$ cat src/rtl/core/tcbsa_pkg.sv
// Shared types, codes and constants for the three-class batch arbiter.
// No dependencies; every other file in rtl/core but tcbsa_ram imports this package.
`default_nettype none

package tcbsa_pkg;

    // Fixed field widths of the channels
    localparam int CMD_W    = 1;
    localparam int CLASS_W  = 2;
    localparam int TAG_W    = 8;
    localparam int STATUS_W = 2;
    localparam int CFG_IDX_W = 3;
    localparam int CFG_W    = 16;

    // Command codes
    localparam logic [CMD_W-1:0] CMD_ADD      = 1'b0;
    localparam logic [CMD_W-1:0] CMD_DISPATCH = 1'b1;

    // Request classes; CLS_NONE marks "no class chosen"
    typedef enum logic [CLASS_W-1:0] {
        CLS_READ  = 2'd0,
        CLS_SYNC  = 2'd1,
        CLS_ASYNC = 2'd2,
        CLS_NONE  = 2'd3
    } class_t;

    // Result status codes
    typedef enum logic [STATUS_W-1:0] {
        RS_DONE  = 2'd0,
        RS_DROP  = 2'd1,
        RS_EMPTY = 2'd2
    } status_t;

    // Configuration register indexes
    localparam logic [CFG_IDX_W-1:0] CFG_READ_BATCH  = 3'd0;
    localparam logic [CFG_IDX_W-1:0] CFG_SYNC_BATCH  = 3'd1;
    localparam logic [CFG_IDX_W-1:0] CFG_ASYNC_BATCH = 3'd2;
    localparam logic [CFG_IDX_W-1:0] CFG_SYNC_LINE   = 3'd3;
    localparam logic [CFG_IDX_W-1:0] CFG_ASYNC_LINE  = 3'd4;

    // Configuration reset values
    localparam logic [CFG_W-1:0] RST_READ_BATCH  = 16'd8;
    localparam logic [CFG_W-1:0] RST_SYNC_BATCH  = 16'd4;
    localparam logic [CFG_W-1:0] RST_ASYNC_BATCH = 16'd4;
    localparam logic [CFG_W-1:0] RST_SYNC_LINE   = 16'd1;
    localparam logic [CFG_W-1:0] RST_ASYNC_LINE  = 16'd5;

    // Saturation point of batch and starvation counters
    localparam logic [CFG_W-1:0] CNT_MAX = 16'hFFFF;

    // Configuration register file as seen by the scheduler
    typedef struct packed {
        logic [CFG_W-1:0] read_batch;
        logic [CFG_W-1:0] sync_batch;
        logic [CFG_W-1:0] async_batch;
        logic [CFG_W-1:0] sync_line;
        logic [CFG_W-1:0] async_line;
    } cfg_t;

    // Classified request handed from front end to back end
    typedef struct packed {
        logic               is_dispatch;
        logic               cls_ok;
        logic [CLASS_W-1:0] cls;
        logic [TAG_W-1:0]   tag;
    } cmd_t;

    // Saturating increment
    function automatic logic [CFG_W-1:0] sat_inc(input logic [CFG_W-1:0] v, input logic by);
        return (by && (v != CNT_MAX)) ? v + 16'd1 : v;
    endfunction

endpackage

`default_nettype wire

$ cat src/rtl/core/tcbsa_cmd_if.sv
// Request channel interface: valid/ready plus command, class and tag.
// Depends on tcbsa_pkg for field widths.
`default_nettype none

interface tcbsa_cmd_if;
    import tcbsa_pkg::*;

    logic               valid;
    logic               ready;
    logic [CMD_W-1:0]   command;
    logic [CLASS_W-1:0] request_class;
    logic [TAG_W-1:0]   request_tag;

    modport source (output valid, command, request_class, request_tag, input ready);
    modport sink   (input valid, command, request_class, request_tag, output ready);
endinterface

`default_nettype wire

$ cat src/rtl/core/tcbsa_rsp_if.sv
// Result channel interface: valid/ready plus status, tag and class.
// Depends on tcbsa_pkg for field widths.
`default_nettype none

interface tcbsa_rsp_if;
    import tcbsa_pkg::*;

    logic                valid;
    logic                ready;
    logic [STATUS_W-1:0] status;
    logic [TAG_W-1:0]    out_tag;
    logic [CLASS_W-1:0]  out_class;

    modport source (output valid, status, out_tag, out_class, input ready);
    modport sink   (input valid, status, out_tag, out_class, output ready);
endinterface

`default_nettype wire

$ cat src/rtl/core/tcbsa_cfg_if.sv
// Configuration write channel interface: valid/ready, register index, data.
// Depends on tcbsa_pkg for field widths.
`default_nettype none

interface tcbsa_cfg_if;
    import tcbsa_pkg::*;

    logic                 valid;
    logic                 ready;
    logic [CFG_IDX_W-1:0] index;
    logic [CFG_W-1:0]     data;

    modport source (output valid, index, data, input ready);
    modport sink   (input valid, index, data, output ready);
endinterface

`default_nettype wire

$ cat src/rtl/core/tcbsa_ram.sv
// Generic single-write, single-read RAM with registered read data.
// No dependencies.
`default_nettype none

module tcbsa_ram #(
    parameter int WIDTH = 8,
    parameter int DEPTH = 48,
    localparam int ADDR_W = (DEPTH > 1) ? $clog2(DEPTH) : 1
) (
    input  logic              clk,
    input  logic              we,
    input  logic [ADDR_W-1:0] waddr,
    input  logic [WIDTH-1:0]  wdata,
    input  logic              re,
    input  logic [ADDR_W-1:0] raddr,
    output logic [WIDTH-1:0]  rdata
);

    logic [WIDTH-1:0] mem [DEPTH];

    // Write port and registered read port
    always_ff @(posedge clk)
    begin
        if (we)
        begin
            mem[waddr] <= wdata;
        end
        if (re)
        begin
            rdata <= mem[raddr];
        end
    end

endmodule

`default_nettype wire

$ cat src/rtl/core/tcbsa_front.sv
// Front end: accepts requests, classifies them and holds them in a
// two-entry queue for the back end. Depends on tcbsa_pkg, tcbsa_cmd_if.
`default_nettype none

module tcbsa_front (
    input  logic              clk,
    input  logic              rst_n,
    tcbsa_cmd_if.sink         cmd,
    output logic              q_valid,
    output tcbsa_pkg::cmd_t   q_data,
    input  logic              q_pop
);
    import tcbsa_pkg::*;

    cmd_t       ent_reg [2];
    logic       wr_ptr_reg;
    logic       rd_ptr_reg;
    logic [1:0] fill_reg;
    logic [1:0] fill_next;
    logic       push;
    cmd_t       cls_cmd;

    // Classify the incoming request
    always_comb
    begin
        cls_cmd.is_dispatch = (cmd.command == CMD_DISPATCH);
        cls_cmd.cls_ok      = (cmd.request_class != CLS_NONE);
        cls_cmd.cls         = cmd.request_class;
        cls_cmd.tag         = cmd.request_tag;
    end

    assign cmd.ready = (fill_reg != 2'd2);
    assign push      = cmd.valid && cmd.ready;
    assign q_valid   = (fill_reg != 2'd0);
    assign q_data    = ent_reg[rd_ptr_reg];

    // Fill level
    always_comb
    begin
        fill_next = fill_reg;
        if (push && !q_pop)
        begin
            fill_next = fill_reg + 2'd1;
        end
        else if (!push && q_pop)
        begin
            fill_next = fill_reg - 2'd1;
        end
    end

    // Queue pointers
    always_ff @(posedge clk or negedge rst_n)
    begin
        if (!rst_n)
        begin
            wr_ptr_reg <= 1'b0;
            rd_ptr_reg <= 1'b0;
            fill_reg   <= 2'd0;
        end
        else
        begin
            if (push)
            begin
                wr_ptr_reg <= !wr_ptr_reg;
            end
            if (q_pop)
            begin
                rd_ptr_reg <= !rd_ptr_reg;
            end
            fill_reg <= fill_next;
        end
    end

    // Queue payload
    always_ff @(posedge clk)
    begin
        if (push)
        begin
            ent_reg[wr_ptr_reg] <= cls_cmd;
        end
    end

endmodule

`default_nettype wire

$ cat src/rtl/core/tcbsa_back.sv
// Back end: per-class FIFOs in one RAM, class selection with batching and
// write starvation override, result register. Depends on tcbsa_pkg,
// tcbsa_rsp_if and tcbsa_ram.
`default_nettype none

module tcbsa_back #(
    parameter int QUEUE_DEPTH = 16,
    parameter int TAG_BITS    = 8
) (
    input  logic            clk,
    input  logic            rst_n,
    input  tcbsa_pkg::cfg_t cfg_regs,
    input  logic            q_valid,
    input  tcbsa_pkg::cmd_t q_data,
    output logic            q_pop,
    tcbsa_rsp_if.source     rsp
);
    import tcbsa_pkg::*;

    localparam int PTR_W     = (QUEUE_DEPTH > 1) ? $clog2(QUEUE_DEPTH) : 1;
    localparam int CNT_W     = $clog2(QUEUE_DEPTH + 1);
    localparam int RAM_DEPTH = 3 * QUEUE_DEPTH;
    localparam int ADDR_W    = $clog2(RAM_DEPTH);
    localparam logic [PTR_W-1:0]  PTR_LAST   = PTR_W'(QUEUE_DEPTH - 1);
    localparam logic [CNT_W-1:0]  CNT_FULL   = CNT_W'(QUEUE_DEPTH);
    localparam logic [ADDR_W-1:0] BASE_SYNC  = ADDR_W'(QUEUE_DEPTH);
    localparam logic [ADDR_W-1:0] BASE_ASYNC = ADDR_W'(2 * QUEUE_DEPTH);

    typedef enum logic {
        ST_RUN,
        ST_FETCH
    } state_t;

    state_t             st_reg, st_next;
    logic [PTR_W-1:0]   head_reg [3];
    logic [PTR_W-1:0]   head_next [3];
    logic [PTR_W-1:0]   tail_reg [3];
    logic [PTR_W-1:0]   tail_next [3];
    logic [CNT_W-1:0]   count_reg [3];
    logic [CNT_W-1:0]   count_next [3];
    class_t             cur_reg, cur_next;
    logic [CFG_W-1:0]   batch_reg, batch_next;
    logic [CFG_W-1:0]   starve_reg [2];
    logic [CFG_W-1:0]   starve_next [2];
    class_t             fetch_cls_reg, fetch_cls_next;
    logic               out_valid_reg, out_valid_next;
    status_t            out_status_reg, out_status_next;
    logic [TAG_W-1:0]   out_tag_reg, out_tag_next;
    class_t             out_class_reg, out_class_next;

    logic [2:0]         ne;
    logic               cur_ne;
    logic [CFG_W-1:0]   cur_lim;
    logic               cur_ok;
    logic               starve_sync;
    logic               starve_async;
    class_t             pick;
    logic [1:0]         srv_idx;
    logic [1:0]         add_idx;
    logic               out_free;

    logic                ram_we;
    logic [ADDR_W-1:0]   ram_waddr;
    logic [TAG_BITS-1:0] ram_wdata;
    logic                ram_re;
    logic [ADDR_W-1:0]   ram_raddr;
    logic [TAG_BITS-1:0] ram_rdata;

    function automatic logic [ADDR_W-1:0] base_of(input logic [1:0] c);
        logic [ADDR_W-1:0] b;
        unique case (c)
            CLS_SYNC:  b = BASE_SYNC;
            CLS_ASYNC: b = BASE_ASYNC;
            default:   b = '0;
        endcase
        return b;
    endfunction

    function automatic logic [PTR_W-1:0] ptr_inc(input logic [PTR_W-1:0] p);
        return (p == PTR_LAST) ? '0 : p + PTR_W'(1);
    endfunction

    tcbsa_ram #(
        .WIDTH (TAG_BITS),
        .DEPTH (RAM_DEPTH)
    ) u_store (
        .clk   (clk),
        .we    (ram_we),
        .waddr (ram_waddr),
        .wdata (ram_wdata),
        .re    (ram_re),
        .raddr (ram_raddr),
        .rdata (ram_rdata)
    );

    // Class selection for a dispatch
    always_comb
    begin
        for (int c = 0; c < 3; c++)
        begin
            ne[c] = (count_reg[c] != '0);
        end
        unique case (cur_reg)
            CLS_READ:  begin cur_ne = ne[0]; cur_lim = cfg_regs.read_batch;  end
            CLS_SYNC:  begin cur_ne = ne[1]; cur_lim = cfg_regs.sync_batch;  end
            CLS_ASYNC: begin cur_ne = ne[2]; cur_lim = cfg_regs.async_batch; end
            default:   begin cur_ne = 1'b0;  cur_lim = '0;                   end
        endcase
        cur_ok       = cur_ne && (batch_reg < cur_lim);
        starve_sync  = (starve_reg[0] > cfg_regs.sync_line) && ne[1];
        starve_async = (starve_reg[1] > cfg_regs.async_line) && ne[2];
        // Async starvation beats sync starvation, which beats reads
        priority if (starve_async)
        begin
            pick = CLS_ASYNC;
        end
        else if (ne[0] && !starve_sync)
        begin
            pick = CLS_READ;
        end
        else if (ne[1])
        begin
            pick = CLS_SYNC;
        end
        else if (ne[2])
        begin
            pick = CLS_ASYNC;
        end
        else
        begin
            pick = CLS_NONE;
        end
        srv_idx = cur_ok ? cur_reg : pick;
        add_idx = q_data.cls_ok ? q_data.cls : 2'd0;
    end

    assign out_free = !out_valid_reg || rsp.ready;

    // Execution of one request
    always_comb
    begin
        st_next         = st_reg;
        head_next       = head_reg;
        tail_next       = tail_reg;
        count_next      = count_reg;
        cur_next        = cur_reg;
        batch_next      = batch_reg;
        starve_next     = starve_reg;
        fetch_cls_next  = fetch_cls_reg;
        out_valid_next  = out_valid_reg && !rsp.ready;
        out_status_next = out_status_reg;
        out_tag_next    = out_tag_reg;
        out_class_next  = out_class_reg;
        q_pop           = 1'b0;
        ram_we          = 1'b0;
        ram_waddr       = '0;
        ram_wdata       = TAG_BITS'(q_data.tag);
        ram_re          = 1'b0;
        ram_raddr       = '0;

        unique case (st_reg)
            ST_FETCH:
            begin
                // Tag read is back from the store
                out_valid_next  = 1'b1;
                out_status_next = RS_DONE;
                out_tag_next    = TAG_W'(ram_rdata);
                out_class_next  = fetch_cls_reg;
                st_next         = ST_RUN;
            end
            ST_RUN:
            begin
                if (q_valid && out_free)
                begin
                    q_pop          = 1'b1;
                    out_tag_next   = '0;
                    out_class_next = CLS_READ;
                    if (!q_data.is_dispatch)
                    begin
                        // Add: append tag unless class invalid or FIFO full
                        out_valid_next = 1'b1;
                        if (!q_data.cls_ok || (count_reg[add_idx] == CNT_FULL))
                        begin
                            out_status_next = RS_DROP;
                        end
                        else
                        begin
                            out_status_next    = RS_DONE;
                            ram_we             = 1'b1;
                            ram_waddr          = base_of(add_idx) + ADDR_W'(tail_reg[add_idx]);
                            tail_next[add_idx] = ptr_inc(tail_reg[add_idx]);
                            count_next[add_idx] = count_reg[add_idx] + CNT_W'(1);
                        end
                    end
                    else if (!cur_ok && (pick == CLS_NONE))
                    begin
                        // Nothing queued anywhere
                        out_valid_next  = 1'b1;
                        out_status_next = RS_EMPTY;
                        cur_next        = CLS_NONE;
                    end
                    else
                    begin
                        if (cur_ok)
                        begin
                            batch_next = sat_inc(batch_reg, 1'b1);
                        end
                        else
                        begin
                            // New batch: first request counts as one
                            cur_next   = pick;
                            batch_next = 16'd1;
                            unique case (pick)
                                CLS_READ:
                                begin
                                    starve_next[0] = sat_inc(starve_reg[0], ne[1]);
                                    starve_next[1] = sat_inc(starve_reg[1], ne[2]);
                                end
                                CLS_SYNC:
                                begin
                                    starve_next[0] = '0;
                                    starve_next[1] = sat_inc(starve_reg[1], ne[2]);
                                end
                                default:
                                begin
                                    starve_next[0] = sat_inc(starve_reg[0], ne[1]);
                                    starve_next[1] = '0;
                                end
                            endcase
                        end
                        ram_re              = 1'b1;
                        ram_raddr           = base_of(srv_idx) + ADDR_W'(head_reg[srv_idx]);
                        head_next[srv_idx]  = ptr_inc(head_reg[srv_idx]);
                        count_next[srv_idx] = count_reg[srv_idx] - CNT_W'(1);
                        fetch_cls_next      = class_t'(srv_idx);
                        st_next             = ST_FETCH;
                    end
                end
            end
            default:
            begin
                st_next = ST_RUN;
            end
        endcase
    end

    // State and result register
    always_ff @(posedge clk or negedge rst_n)
    begin
        if (!rst_n)
        begin
            st_reg         <= ST_RUN;
            head_reg       <= '{default: '0};
            tail_reg       <= '{default: '0};
            count_reg      <= '{default: '0};
            cur_reg        <= CLS_NONE;
            batch_reg      <= '0;
            starve_reg     <= '{default: '0};
            fetch_cls_reg  <= CLS_READ;
            out_valid_reg  <= 1'b0;
            out_status_reg <= RS_DONE;
            out_tag_reg    <= '0;
            out_class_reg  <= CLS_READ;
        end
        else
        begin
            st_reg         <= st_next;
            head_reg       <= head_next;
            tail_reg       <= tail_next;
            count_reg      <= count_next;
            cur_reg        <= cur_next;
            batch_reg      <= batch_next;
            starve_reg     <= starve_next;
            fetch_cls_reg  <= fetch_cls_next;
            out_valid_reg  <= out_valid_next;
            out_status_reg <= out_status_next;
            out_tag_reg    <= out_tag_next;
            out_class_reg  <= out_class_next;
        end
    end

    assign rsp.valid     = out_valid_reg;
    assign rsp.status    = out_status_reg;
    assign rsp.out_tag   = out_tag_reg;
    assign rsp.out_class = out_class_reg;

endmodule

`default_nettype wire

$ cat src/rtl/core/three_class_batch_starvation_arbiter.sv
// Three-class batch arbiter with write starvation override: configuration
// registers and the front/back split. Depends on tcbsa_pkg, the channel
// interfaces, tcbsa_front and tcbsa_back.
//
// Use: requests enter on cmd (valid/ready). An add appends request_tag to
// the FIFO of request_class; a dispatch pops one tag from the class being
// served, choosing a new class when the batch ends or the FIFO runs dry.
// Every request yields exactly one result on rsp (valid/ready): status,
// out_tag and out_class. Configuration registers are written on cfg
// (valid/ready, index 0..4); cfg is always ready and writes to unknown
// indexes are ignored. Write configuration only while no request is open.
// Path: an accepted add goes from the two-entry queue to the result
// register; a dispatch first waits in ST_FETCH, as the tag store has a
// registered read port. Throughput: the back end retires one add per
// cycle while rsp is ready, but no request while in ST_FETCH; the
// two-entry queue decouples cmd from it.
// Reset: all FIFOs empty, no class chosen, counters zero, registers at
// defaults (batches 8/4/4, starvation lines 1/5).
// Stall: when rsp is not taken the result register holds, the back end
// stops, the queue fills and cmd.ready drops once it holds two requests.
`default_nettype none

module three_class_batch_starvation_arbiter #(
    parameter int QUEUE_DEPTH = 16,
    parameter int TAG_BITS    = 8
) (
    input  logic        clk,
    input  logic        rst_n,
    tcbsa_cmd_if.sink   cmd,
    tcbsa_rsp_if.source rsp,
    tcbsa_cfg_if.sink   cfg
);
    import tcbsa_pkg::*;

    cfg_t cfg_reg;
    logic q_valid;
    cmd_t q_data;
    logic q_pop;

    assign cfg.ready = 1'b1;

    // Configuration registers
    always_ff @(posedge clk or negedge rst_n)
    begin
        if (!rst_n)
        begin
            cfg_reg.read_batch  <= RST_READ_BATCH;
            cfg_reg.sync_batch  <= RST_SYNC_BATCH;
            cfg_reg.async_batch <= RST_ASYNC_BATCH;
            cfg_reg.sync_line   <= RST_SYNC_LINE;
            cfg_reg.async_line  <= RST_ASYNC_LINE;
        end
        else if (cfg.valid)
        begin
            unique case (cfg.index)
                CFG_READ_BATCH:  cfg_reg.read_batch  <= cfg.data;
                CFG_SYNC_BATCH:  cfg_reg.sync_batch  <= cfg.data;
                CFG_ASYNC_BATCH: cfg_reg.async_batch <= cfg.data;
                CFG_SYNC_LINE:   cfg_reg.sync_line   <= cfg.data;
                CFG_ASYNC_LINE:  cfg_reg.async_line  <= cfg.data;
                default:         cfg_reg             <= cfg_reg;
            endcase
        end
    end

    tcbsa_front u_front (
        .clk     (clk),
        .rst_n   (rst_n),
        .cmd     (cmd),
        .q_valid (q_valid),
        .q_data  (q_data),
        .q_pop   (q_pop)
    );

    tcbsa_back #(
        .QUEUE_DEPTH (QUEUE_DEPTH),
        .TAG_BITS    (TAG_BITS)
    ) u_back (
        .clk      (clk),
        .rst_n    (rst_n),
        .cfg_regs (cfg_reg),
        .q_valid  (q_valid),
        .q_data   (q_data),
        .q_pop    (q_pop),
        .rsp      (rsp)
    );

endmodule

`default_nettype wire

$ cat src/flat_wrapper.sv
// flat-port wrapper written by rule: the top's interface ports become plain ports
module three_class_batch_starvation_arbiter_flat import tcbsa_pkg::*;
#(
    parameter int QUEUE_DEPTH = 16,
    parameter int TAG_BITS    = 8
)
  (clk, rst_n, cmd_valid, cmd_command, cmd_request_class, cmd_request_tag, cmd_ready, rsp_valid, rsp_status, rsp_out_tag, rsp_out_class, rsp_ready, cfg_valid, cfg_index, cfg_data, cfg_ready);
  tcbsa_cmd_if cmd_i ();
  tcbsa_rsp_if rsp_i ();
  tcbsa_cfg_if cfg_i ();
  input  logic clk;
  input  logic rst_n;
  input wire logic [$bits(cmd_i.valid)-1:0] cmd_valid;
  input wire logic [$bits(cmd_i.command)-1:0] cmd_command;
  input wire logic [$bits(cmd_i.request_class)-1:0] cmd_request_class;
  input wire logic [$bits(cmd_i.request_tag)-1:0] cmd_request_tag;
  output wire logic [$bits(cmd_i.ready)-1:0] cmd_ready;
  output wire logic [$bits(rsp_i.valid)-1:0] rsp_valid;
  output wire logic [$bits(rsp_i.status)-1:0] rsp_status;
  output wire logic [$bits(rsp_i.out_tag)-1:0] rsp_out_tag;
  output wire logic [$bits(rsp_i.out_class)-1:0] rsp_out_class;
  input wire logic [$bits(rsp_i.ready)-1:0] rsp_ready;
  input wire logic [$bits(cfg_i.valid)-1:0] cfg_valid;
  input wire logic [$bits(cfg_i.index)-1:0] cfg_index;
  input wire logic [$bits(cfg_i.data)-1:0] cfg_data;
  output wire logic [$bits(cfg_i.ready)-1:0] cfg_ready;
  assign cmd_i.valid = cmd_valid;
  assign cmd_i.command = cmd_command;
  assign cmd_i.request_class = cmd_request_class;
  assign cmd_i.request_tag = cmd_request_tag;
  assign cmd_ready = cmd_i.ready;
  assign rsp_valid = rsp_i.valid;
  assign rsp_status = rsp_i.status;
  assign rsp_out_tag = rsp_i.out_tag;
  assign rsp_out_class = rsp_i.out_class;
  assign rsp_i.ready = rsp_ready;
  assign cfg_i.valid = cfg_valid;
  assign cfg_i.index = cfg_index;
  assign cfg_i.data = cfg_data;
  assign cfg_ready = cfg_i.ready;
  three_class_batch_starvation_arbiter #(.QUEUE_DEPTH(QUEUE_DEPTH), .TAG_BITS(TAG_BITS)) u_core (.clk(clk), .rst_n(rst_n), .cmd(cmd_i), .rsp(rsp_i), .cfg(cfg_i));
endmodule
$ cat config.mk
export PLATFORM = sky130hd
export DESIGN_NAME = three_class_batch_starvation_arbiter_flat
export DESIGN_NICKNAME = d
export VERILOG_FILES = /design/src/rtl/core/tcbsa_pkg.sv /design/src/rtl/core/tcbsa_cmd_if.sv /design/src/rtl/core/tcbsa_rsp_if.sv /design/src/rtl/core/tcbsa_cfg_if.sv /design/src/rtl/core/tcbsa_ram.sv /design/src/rtl/core/tcbsa_front.sv /design/src/rtl/core/tcbsa_back.sv /design/src/rtl/core/three_class_batch_starvation_arbiter.sv /design/src/flat_wrapper.sv
export SDC_FILE = /design/constraint.sdc
export NUM_CORES = 1
export LEC_CHECK = 0
export BUFFER_PORTS_ARGS = -buffer_cell sky130_fd_sc_hd__buf_4
export CAP_MARGIN = 5
export CORE_UTILIZATION = 35
export CTS_CLUSTER_SIZE = 8
export DETAILED_ROUTE_END_ITERATION = 8
export HOLD_SLACK_MARGIN = 0.12
export PLACE_DENSITY = 0.47
export SKIP_LAST_GASP = 1
export SLEW_MARGIN = 10
export SYNTH_ARGS = -nofsm -noshare
export SYNTH_HDL_FRONTEND = slang
export SYNTH_SLANG_ARGS = --single-unit
$ cat constraint.sdc
create_clock -name clk -period 12.59 [get_ports clk]
set_input_delay 2.518 -clock clk [delete_from_list [all_inputs] [get_ports clk]]
set_output_delay 2.518 -clock clk [all_outputs]
set_load 0.01 [all_outputs]
Yosys cells after proc, flatten, opt, wreduce, memory -nomap -nowiden
Memory sizes are Yosys's and may differ from the RTL's. A register that Yosys moved wholly into a read port is not among the register bits.
Cells that the tools add are included.
Widths: inputs -> output; s select.
{"block": "totals", "ram_bits": 408, "in_bits": 35, "n_memories": 2, "out_inout_bits": 15, "word_cells": 215, "regBits": 189}
{"block": "op_classes", "n_addsub": 11, "n_lt_le_gt_ge": 7, "n_eq_ne": 25, "reduce_logical": 45, "mux": 91, "bitwise_logic": 7}
{"memory": "u_core.u_back.u_store.mem", "depth": 48, "width": 8, "rd": 1, "rd_clocked_by_memory_dff": 1, "write_ports": 1, "line_no": "tcbsa_ram.sv:19", "text": "logic [WIDTH-1:0] mem [DEPTH];"}
{"memory": "u_core.u_front.ent_reg", "depth": 2, "width": 12, "rd": 1, "rd_clocked_by_memory_dff": 0, "write_ports": 1, "line_no": "tcbsa_front.sv:15", "text": "cmd_t ent_reg [2];"}
{"op": "$mux 6", "n": 16}
{"op": "$mux 16", "n": 4}
{"op": "$pmux 32 s2", "n": 1}
{"op": "$add 16x1->16 const B", "n": 3}
{"op": "$ne 16x16->1 const B", "n": 3}
{"op": "$pmux 16 s3", "n": 1}
{"op": "$mux 15", "n": 3}
{"op": "$gt 16x16->1", "n": 2}
{"op": "$mux 4", "n": 8}
{"op": "$bwmux 15", "n": 2}
{"op": "$mux 5", "n": 6}
{"op": "$bwmux 12", "n": 2}
{"op": "$mux 2", "n": 12}
{"op": "$pmux 6 s2", "n": 2}
{"op": "$bmux 5 s2", "n": 2}
{"op": "$demux 5 s2", "n": 2}
{"op": "$mux 1", "n": 19}
{"op": "$bmux 4 s2", "n": 2}
{"op": "$demux 4 s2", "n": 2}
{"op": "$lt 16x16->1", "n": 1}
{"op": "$pmux 8 s2", "n": 1}
{"op": "$reduce_bool 5->1", "n": 3}
{"op": "$logic_and 1x1->1", "n": 14}
{"op": "$add 6x4->6", "n": 2}
{"op": "other kinds (32)", "n": 73}

Depth between registers and ports, before layout
Gate-level depths: netlist (run 1).
{"block": "logic_depth", "depth_word": 18, "mapped_depth": 22}

Hierarchy
Synthesis (run 1) repeated with hierarchy kept, for this count alone.
{"block": "unflattened", "hier_cells": 1796, "hier_area_um2": 26654.3}
{"mod": "tcbsa_ram", "cells_per_inst": 790, "instances": 1, "area_per_inst_um2": 15411.0}
{"mod": "tcbsa_back", "cells_per_inst": 775, "instances": 1, "area_per_inst_um2": 7068.0}
{"mod": "three_class_batch_starvation_arbiter", "cells_per_inst": 175, "instances": 1, "area_per_inst_um2": 3069.2}
{"mod": "tcbsa_front", "cells_per_inst": 56, "instances": 1, "area_per_inst_um2": 1106.1}

Least setup slack after synthesis (run 1)
Ideal clock, no wire load.
{"block": "synth_path", "path_type": "flip-flop to flip-flop", "from": "register u_core.u_back.cur_reg[1]", "to": "register u_core.u_back.u_store.rdata[2] (read register of u_core.u_back.u_store.mem) (data pin)", "slack_ns": 7.346, "stages_incl_launch_ff": 19, "t_arrival_ns": 4.987, "period_less_slack_ns": 5.244, "setup_ns": 0.256, "cell_sequence": "dfstp_2 buf_1 clkbuf_1 mux2i_1 nor2_1 a21oi_1 ha_1 and4_1 o2111ai_1 o211a_2 o41ai_4 mux2i_1 a2bb2oi_2 buf_2 clkbuf_1 a31oi_1 o22ai_1 o21ai_0 a22o_1"}
{"block": "synth_between", "elab_chain_len": 16, "word_cells_on_any_way": 30}
{"element": "from (decl)", "line_no": "tcbsa_back.sv:41", "text": "class_t cur_reg, cur_next;"}
{"element": "from (signal assigned)", "line_no": "tcbsa_back.sv:271", "text": "cur_reg <= cur_next;"}
{"element": "$eq 2x2->1 (tied with other cells)", "line_no": "tcbsa_back.sv:103", "text": "unique case (cur_reg)"}
{"element": "$pmux 16 s3", "line_no": "tcbsa_back.sv:103"}
{"element": "$lt 16x16->1", "line_no": "tcbsa_back.sv:109", "text": "cur_ok = cur_ne && (batch_reg < cur_lim);"}
{"element": "$logic_and 1x1->1", "line_no": "tcbsa_back.sv:109"}
{"element": "$mux 2"}
{"element": "$eq 2x2->1 or $eq 2x1->1 (tied branches)", "line_no": "tcbsa_back.sv:71", "text": "unique case (c)"}
{"element": "$pmux 6 s2", "line_no": "tcbsa_back.sv:71"}
{"element": "$mux 6", "line_no": "tcbsa_back.sv:195", "text": "else if (!cur_ok && (pick == CLS_NONE))"}
{"element": "$mux 6", "line_no": "tcbsa_back.sv:178", "text": "if (!q_data.is_dispatch)"}
{"element": "$mux 6", "line_no": "tcbsa_back.sv:173", "text": "if (q_valid && out_free)"}
{"element": "$mux 6", "line_no": "tcbsa_back.sv:161", "text": "unique case (st_reg)"}
{"element": "$add 6x4->6", "line_no": "tcbsa_back.sv:232", "text": "ram_raddr = base_of(srv_idx) + ADDR_W'(head_reg[srv_idx]);"}
{"element": "$mux 6", "line_no": "tcbsa_back.sv:195"}
{"element": "$mux 6", "line_no": "tcbsa_back.sv:178"}
{"element": "$mux 6", "line_no": "tcbsa_back.sv:173"}
{"element": "$mux 6", "line_no": "tcbsa_back.sv:161"}
{"element": "to (decl)", "line_no": "tcbsa_ram.sv:16", "text": "output logic [WIDTH-1:0] rdata"}
Parallel ways exist; a longest one is shown, timed or not. The select of a mux whose other input is x is not followed.
A chain may end at the register's enable or synchronous reset.

Worst setup path after layout (run 1)
{"block": "layout_path", "from": "register u_core.u_back.cur_reg[0]", "to": "register u_core.u_back.u_store.rdata[6] (read register of u_core.u_back.u_store.mem) (data pin)"}
Same word-level chain as after synthesis.

==> results.cfg, run 1 <==
[grt]
grt_pass1_vias = 17700
grt_max_degree = 111
grt.total_usage_pct = 19.3
antenna_found_initial = 3
grt-ovfl-total = 0
grt_pass1_wl_um = 113000

[min_path]
min_to = u_core.u_back.rsp.out_tag[6]
worstHoldPathType = flop to flop
hold_depth = 2
min_from = u_core.u_back.u_store.rdata[6]

[drt]
wl_um = 74300
antenna_left = 0
firstDrtPassIters = 5
wl_per_cell_um = 22.9
viasPerCell = 5.40
drc = 0
vias = 17600
drtIter0Drc = 1535

[power_and_ir_drop]
ir_drop_v = 0.000181
p_seq_share_pct = 31.5
swShare_pct = 42.4
p_comb_share_pct = 43.9
powerDensity_nw_per_um2 = 283
p_leak_uw = 0.0116
switchingPower_uw = 3670
clock_power_share_pct = 24.6
internal-power_uw = 4980

[floorplan]
ioPinCount = 50
rows = 100
die_area_um2 = 77200
die_x_um = 278
core_um2 = 74800
initial_core_util_pct = 35.6
die_y_um = 278

[critical_path]
crit_required_ns = 12.95
cp-start-kind = flop
critPathArrivalTime_ns = 7.86
worst-setup-path-type = flop to flop
r2r_end = u_core.u_back.u_store.rdata[6]
reg2reg_from = u_core.u_back.cur_reg[0]
end_kind = flop
r2r_slack_ns = 5.10
r2r_cells = 19
critical_path_peak_fanout = 58

[timing]
layout_worst_path_cycle_share_pct = 59.5
relSlewSlack_pct = 20.5
tightest_slew_ns = 1.18
fin_tns_setup_ns = 0
finalWorstSetupSlack_ns = 5.10
min_period_ns = 7.49
finalHoldViolCount = 0
setup_violations = 0
slew_violations = 0
rsz0062_at_grt = no
max_freq_ghz = 0.133
clock_skew_ns = 0.0445

[finish]
largest_reg_flops = 384
antenna_cells = 0
nets = 2326
drive_gt1_share_pct = 13.6
fin_cells = 3247
syn_to_final_growth_pct = 14.6

[clock_tree]
clock_latency_ns = 0.64
root_buffer = clkbuf_16
cts_sinks = 605
cts_hold_buf = 0
post_cts_buffers = 0
cts_buffers = 86
cts_tree = built
cts_resized = 0
cts_buffer_depth = 3
cts_max_level = 3
clkTransAtPathRegs_ns = 0.05

[synth]
synth_ff_type = edfxtp_1
avgSynthCellArea_um2 = 12.3
yosysMostFrequentCell = edfxtp_1
synth_nets = 2257
synth_cell_types = 78
synth-async-reset-ratio_pct = 31.2
synthTopCellsByArea = edfxtp_1 (47%), dfrtp_1 (17%), nand2_1 (5.3%)
synth-edff-count = 416
synth_seq_cells = 605
netlist.top_cell.by_area = edfxtp_1
ys_warn_count = 0
synthCells = 2166
seq_area_frac_synth_pct = 64.7
syn_area_um2 = 26600
synth_commonest_cells = edfxtp_1 (416), nand2_1 (375), dfrtp_1 (181), a21oi_1 (151), nor2_1 (147)
yosys.area.top_type_share_pct = 46.9

[place]
dp.cells = 3116
io_buffers = 48
dp_hpwl_um = 47200
dp_slack_ns = 5.20
routabilityCongestion = 0.834

[status]
status = completed

[job]
max-cap-violations = 0
## critical path: stages, from the launching register on
cell and delay (ns):
dfstp_2 0.74, nor2b_1 0.92, a21oi_1 0.21, ha_1 0.37, a211oi_1 0.27, o21ai_0 0.17
a221oi_1 0.43, o2111ai_1 0.29, o41ai_4 0.10, buf_4 0.31, mux2_4 0.36, a21oi_4 0.14
buf_4 0.45, clkinv_2 0.56, buf_4 0.52, nand2_1 0.15, a21oi_1 0.07, o311ai_1 0.66
o211ai_1 0.18, a22o_1 0.24
## per-stage QoR
step	hold WS, ns	power [µW]	instance area, µm²	utilization, %
CTS	0.485	8720	30500	40.8
global placement	0.462	6530	28100	37.5
global route	0.497	9150	30500	40.8
detailed placement	0.473	6550	28100	37.5
floorplan	0.430	5240	26600	-
finish	0.484	8650	30500	40.8
## final cells by class
type	instances	area (µm²)
Fill cell	7058	44300
Sequential cell	605	17200
Multi-Input combinational cell	1402	8770
Clock buffer	123	2310
Tap cell	969	1210
Timing Repair Buffer	84	637
Inverter	56	211
Clock inverter	8	146
## placed cells by master, fill, tap and decap left out, drive strengths merged, types with 5 or more instances in the layout
master / n
o2111ai: 9
o211a: 5
nand2: 375
inv: 57
buf: 83
a21o: 9
or2: 6
nor2b: 9
mux2: 90
clkbuf: 124
nor3: 16
dfrtp: 181
o21ai: 94
nand3: 69
and2: 6
a21oi: 152
o32ai: 8
and4: 8
mux2i: 76
xor2: 35
a211oi: 7
edfxtp: 416
nand4: 16
a22oi: 9
a31oi: 21
ha: 56
nand2b: 6
o311ai: 9
xnor2: 19
a32oi: 16
o22ai: 45
and3: 13
a22o: 24
dfstp: 8
clkinv: 7
nor2: 148
## logic make-up after synthesis
family	count (synthesis)	synth area share, %
multiplexers	166	6.68
other	1	0.0141
AO/OA/AOI/OAI	440	10.6
flip-flops	605	64.7
adder cells (fa/ha/maj)	56	2.63
AND/OR/NAND/NOR	685	11.0
buffers and inverters	159	2.61
XOR/XNOR	54	1.78
## power groups by stage
stage	Sequential [µW]	Combinational, µW	Clock (µW)
detailed placement	2760	3790	0
global route	2750	4130	2260
floorplan	2670	2570	0
finish	2720	3800	2130
global placement	2760	3770	0
CTS	2720	3810	2190
## routing by layer
metal / global-route usage (%) / share of wire (%) / vias to the layer above
li1: - / - / 8068
met5: 0 / 0.017 / -
met1: 27.9 / 47 / 8805
met4: 5.89 / 2.5 / 2
met2: 29.7 / 45 / 551
met3: 3.13 / 5.7 / 124
## worst max-delay path by stage
stage          cells past startpoint                              to  slack (ns)                     start
5_1_grt                           19  u_core.u_back.u_store.rdata[6]        4.65  u_core.u_back.cur_reg[0]
6_report                          19  u_core.u_back.u_store.rdata[6]        5.10  u_core.u_back.cur_reg[0]
4_1_cts                           19  u_core.u_back.u_store.rdata[6]        5.22  u_core.u_back.cur_reg[0]
3_5_place_dp                      14  u_core.u_back.u_store.rdata[3]        5.20                 rsp_ready
3_3_place_gp                      14  u_core.u_back.u_store.rdata[3]        5.15                 rsp_ready
2_1_floorplan                     18  u_core.u_back.u_store.rdata[2]        7.35  u_core.u_back.cur_reg[1]
Power figures use the tool's default switching activity.
==> inputs of run 2 (changes only) <==
Settings changed: PLACE_DENSITY 0.47 to 0.48.
Clock period 12.59 ns to 6.8 ns, I/O delays scaled along.
==> run 2 against run 1 <==
Final cell count increased by 0.74%. First-iteration DRC count decreased by 16%. Worst hold slack got worse by 0.0067 ns. Via count increased by 0.55%. Combinational power increased by 85%. Utilization increased by 0.17 points. Clock skew decreased by 0.0015 ns. Count of clock-buffer cells in the layout increased by 12. Critical endpoint is now u_core.u_back.u_store.rdata[2]. Clock power increased by 87%. Sequential share of layout area decreased by 0.23 points. Sequential cell count unchanged.
==> results.cfg, run 2 (synthesis results as in run 1) <==
[finish]
syn_to_final_growth_pct = 15.1
drive_gt1_share_pct = 14.0
layout_commonest_cell = edfxtp_1
fin_cells = 3271
final_cell_mix = edfxtp_1 (416), nand2_1 (375), dfrtp_1 (181)
antenna_cells = 0
largest_reg_flops = 384
final_core_util_pct = 41.0
nets = 2340

[timing]
max_freq_ghz = 0.154
fin_tns_setup_ns = 0
setup_violations = 0
tightest_slew_ns = 1.19
min_period_ns = 6.51
relSlewSlack_pct = 20.2
layout_worst_path_cycle_share_pct = 95.7
rsz0062_at_grt = no
clock_skew_ns = 0.0430
slew_violations = 0
finalHoldViolCount = 0
finalWorstSetupSlack_ns = 0.294

[critical_path]
path_common_cell = a21oi_1
worst-setup-path-type = flop to flop
critical_path_peak_fanout = 18
cp-start-kind = flop
end_kind = flop
path_depth = 18
crit_family = compound AO/OA/AOI/OAI gates
slowest_stage = o41ai_4
r2r_cells = 18
cp_cell_sequence = buf_4 -> mux2i_1 -> nor2_1 -> a21oi_1 -> ha_1 -> nand2_1 -> o21ai_0 -> a221oi_1 -> o211a_2 -> o41ai_4 -> mux2i_1 -> o2bb2ai_4 -> a21oi_2 -> buf_4 -> a21oi_1 -> o32ai_1 -> a21oi_1 -> a22o_1
critPathArrivalTime_ns = 6.90
cpPeakStageDelay_ns = 1.09
crit_buf_inv = 2
crit_required_ns = 7.19

[drt]
drtIter0Drc = 1297
vias = 17600
viasPerCell = 5.39
firstDrtPassIters = 5
wl_per_cell_um = 22.5
drc = 0
wl_um = 73700
antenna_left = 0

[grt]
antenna_found_initial = 2
grt_max_degree = 81
grt_pass1_vias = 17800
grt-ovfl-total = 0
grt_pass1_wl_um = 114000
grt.total_usage_pct = 19.3

[power_and_ir_drop]
power.total_uw = 16100
clock_power_share_pct = 24.8
powerDensity_nw_per_um2 = 524
p_comb_share_pct = 43.8
internal-power_uw = 9330
switchingPower_uw = 6720
ir_drop_v = 0.000632
swShare_pct = 41.9
p_seq_share_pct = 31.4
p_leak_uw = 0.0117

[place]
routabilityCongestion = 0.895
io_buffers = 48
dp.cells = 3130
dp_slack_ns = 0.0285
dp_hpwl_um = 47900

[floorplan]
die_x_um = 278
ioPinCount = 50
die_area_um2 = 77200
rows = 100
die_y_um = 278
core_um2 = 74800
initial_core_util_pct = 35.6

[clock_tree]
post_cts_buffers = 0
cts_sinks = 605
cts_buffer_depth = 3
cts_tree = built
root_buffer = clkbuf_16
cts_hold_buf = 0
cts_max_level = 3
clkTransAtPathRegs_ns = 0.05
cts_buffers = 86
clock_latency_ns = 0.65

[job]
max-cap-violations = 0

[min_path]
worstHoldPathType = flop to flop
hold_depth = 2

[status]
status = completed
-- run 2: changes by cell type in the layout (fill, tap and decap cells not counted), moves of 2 or more --
| cell | before | now |
|---|---|---|
| clkinv_16 | 3 | 1 |
| clkbuf_1 | 36 | 46 |
| buf_12 | 0 | 2 |
| buf_4 | 83 | 95 |
-- run 2: worst register-to-register path, stage by stage, from the launching register on --
cell	delay [ns]
dfstp_2	0.71
buf_4	0.31
mux2i_1	0.26
nor2_1	0.06
a21oi_1	0.16
ha_1	0.20
nand2_1	0.08
o21ai_0	0.25
a221oi_1	0.14
o211a_2	0.36
o41ai_4	1.09
mux2i_1	0.47
o2bb2ai_4	0.23
a21oi_2	0.81
buf_4	0.31
a21oi_1	0.05
o32ai_1	0.23
a21oi_1	0.24
a22o_1	0.30
-- run 2: cell type report --
type                       count  area [µm²]
clock inverter                 6        92.6
inverter                      56         211
timing repair buffer          98         767
clock buffer                 135        2390
tap                          969        1210
fill                        7115       44200
multi-input combinational   1402        8740
sequential                   605       17200
-- run 2: path summary, 6_finish.rpt --
check / end / startpoint / slack (ns)
max in group asynchronous: u_core.u_back.rsp.out_tag[4] / rst_n / 4.79
hold reg to reg: u_core.u_back.head_reg[6] / u_core.u_back.head_reg[6] / 0.48
setup / recovery: u_core.u_back.u_store.rdata[2] / u_core.u_back.cur_reg[1] / 0.29
hold / removal: u_core.u_back.head_reg[6] / u_core.u_back.head_reg[6] / 0.48
min in group asynchronous: u_core.cfg_reg[6] / rst_n / 0.66
setup reg to reg: u_core.u_back.u_store.rdata[2] / u_core.u_back.cur_reg[1] / 0.29
-- run 2: metrics by stage --
stage | cell area, µm² | hold WS (ns)
2_1_floorplan | 26600 | 0.430
4_1_cts | 30600 | 0.483
3_5_place_dp | 28200 | 0.471
6_report | 30600 | 0.477
5_1_grt | 30600 | 0.517
3_3_place_gp | 28200 | 0.463
-- run 2: power groups by stage --
stage,sequential (µW),combinational [µW],clock (µW)
detailed placement,5100,7050,0
finish,5030,7040,3980
floorplan,4940,4760,0
global route,5080,7660,4210
global placement,5090,7010,0
CTS,5030,7070,4070
-- run 2: per-layer routing --
layer / up-vias / routed length, µm / global-route usage [%]
li1: 8109 / - / -
met1: 8956 / 34500 / 27.5
met2: 467 / 34000 / 30.6
met3: 114 / 3550 / 2.89
met4: 0 / 1720 / 5.52
met5: - / 0 / 0
-- run 2: timing repair --
action	CTS	global route
hold endpoints to repair	0	0
resized for setup	0	1
endpoints found under the setup margin	0	8
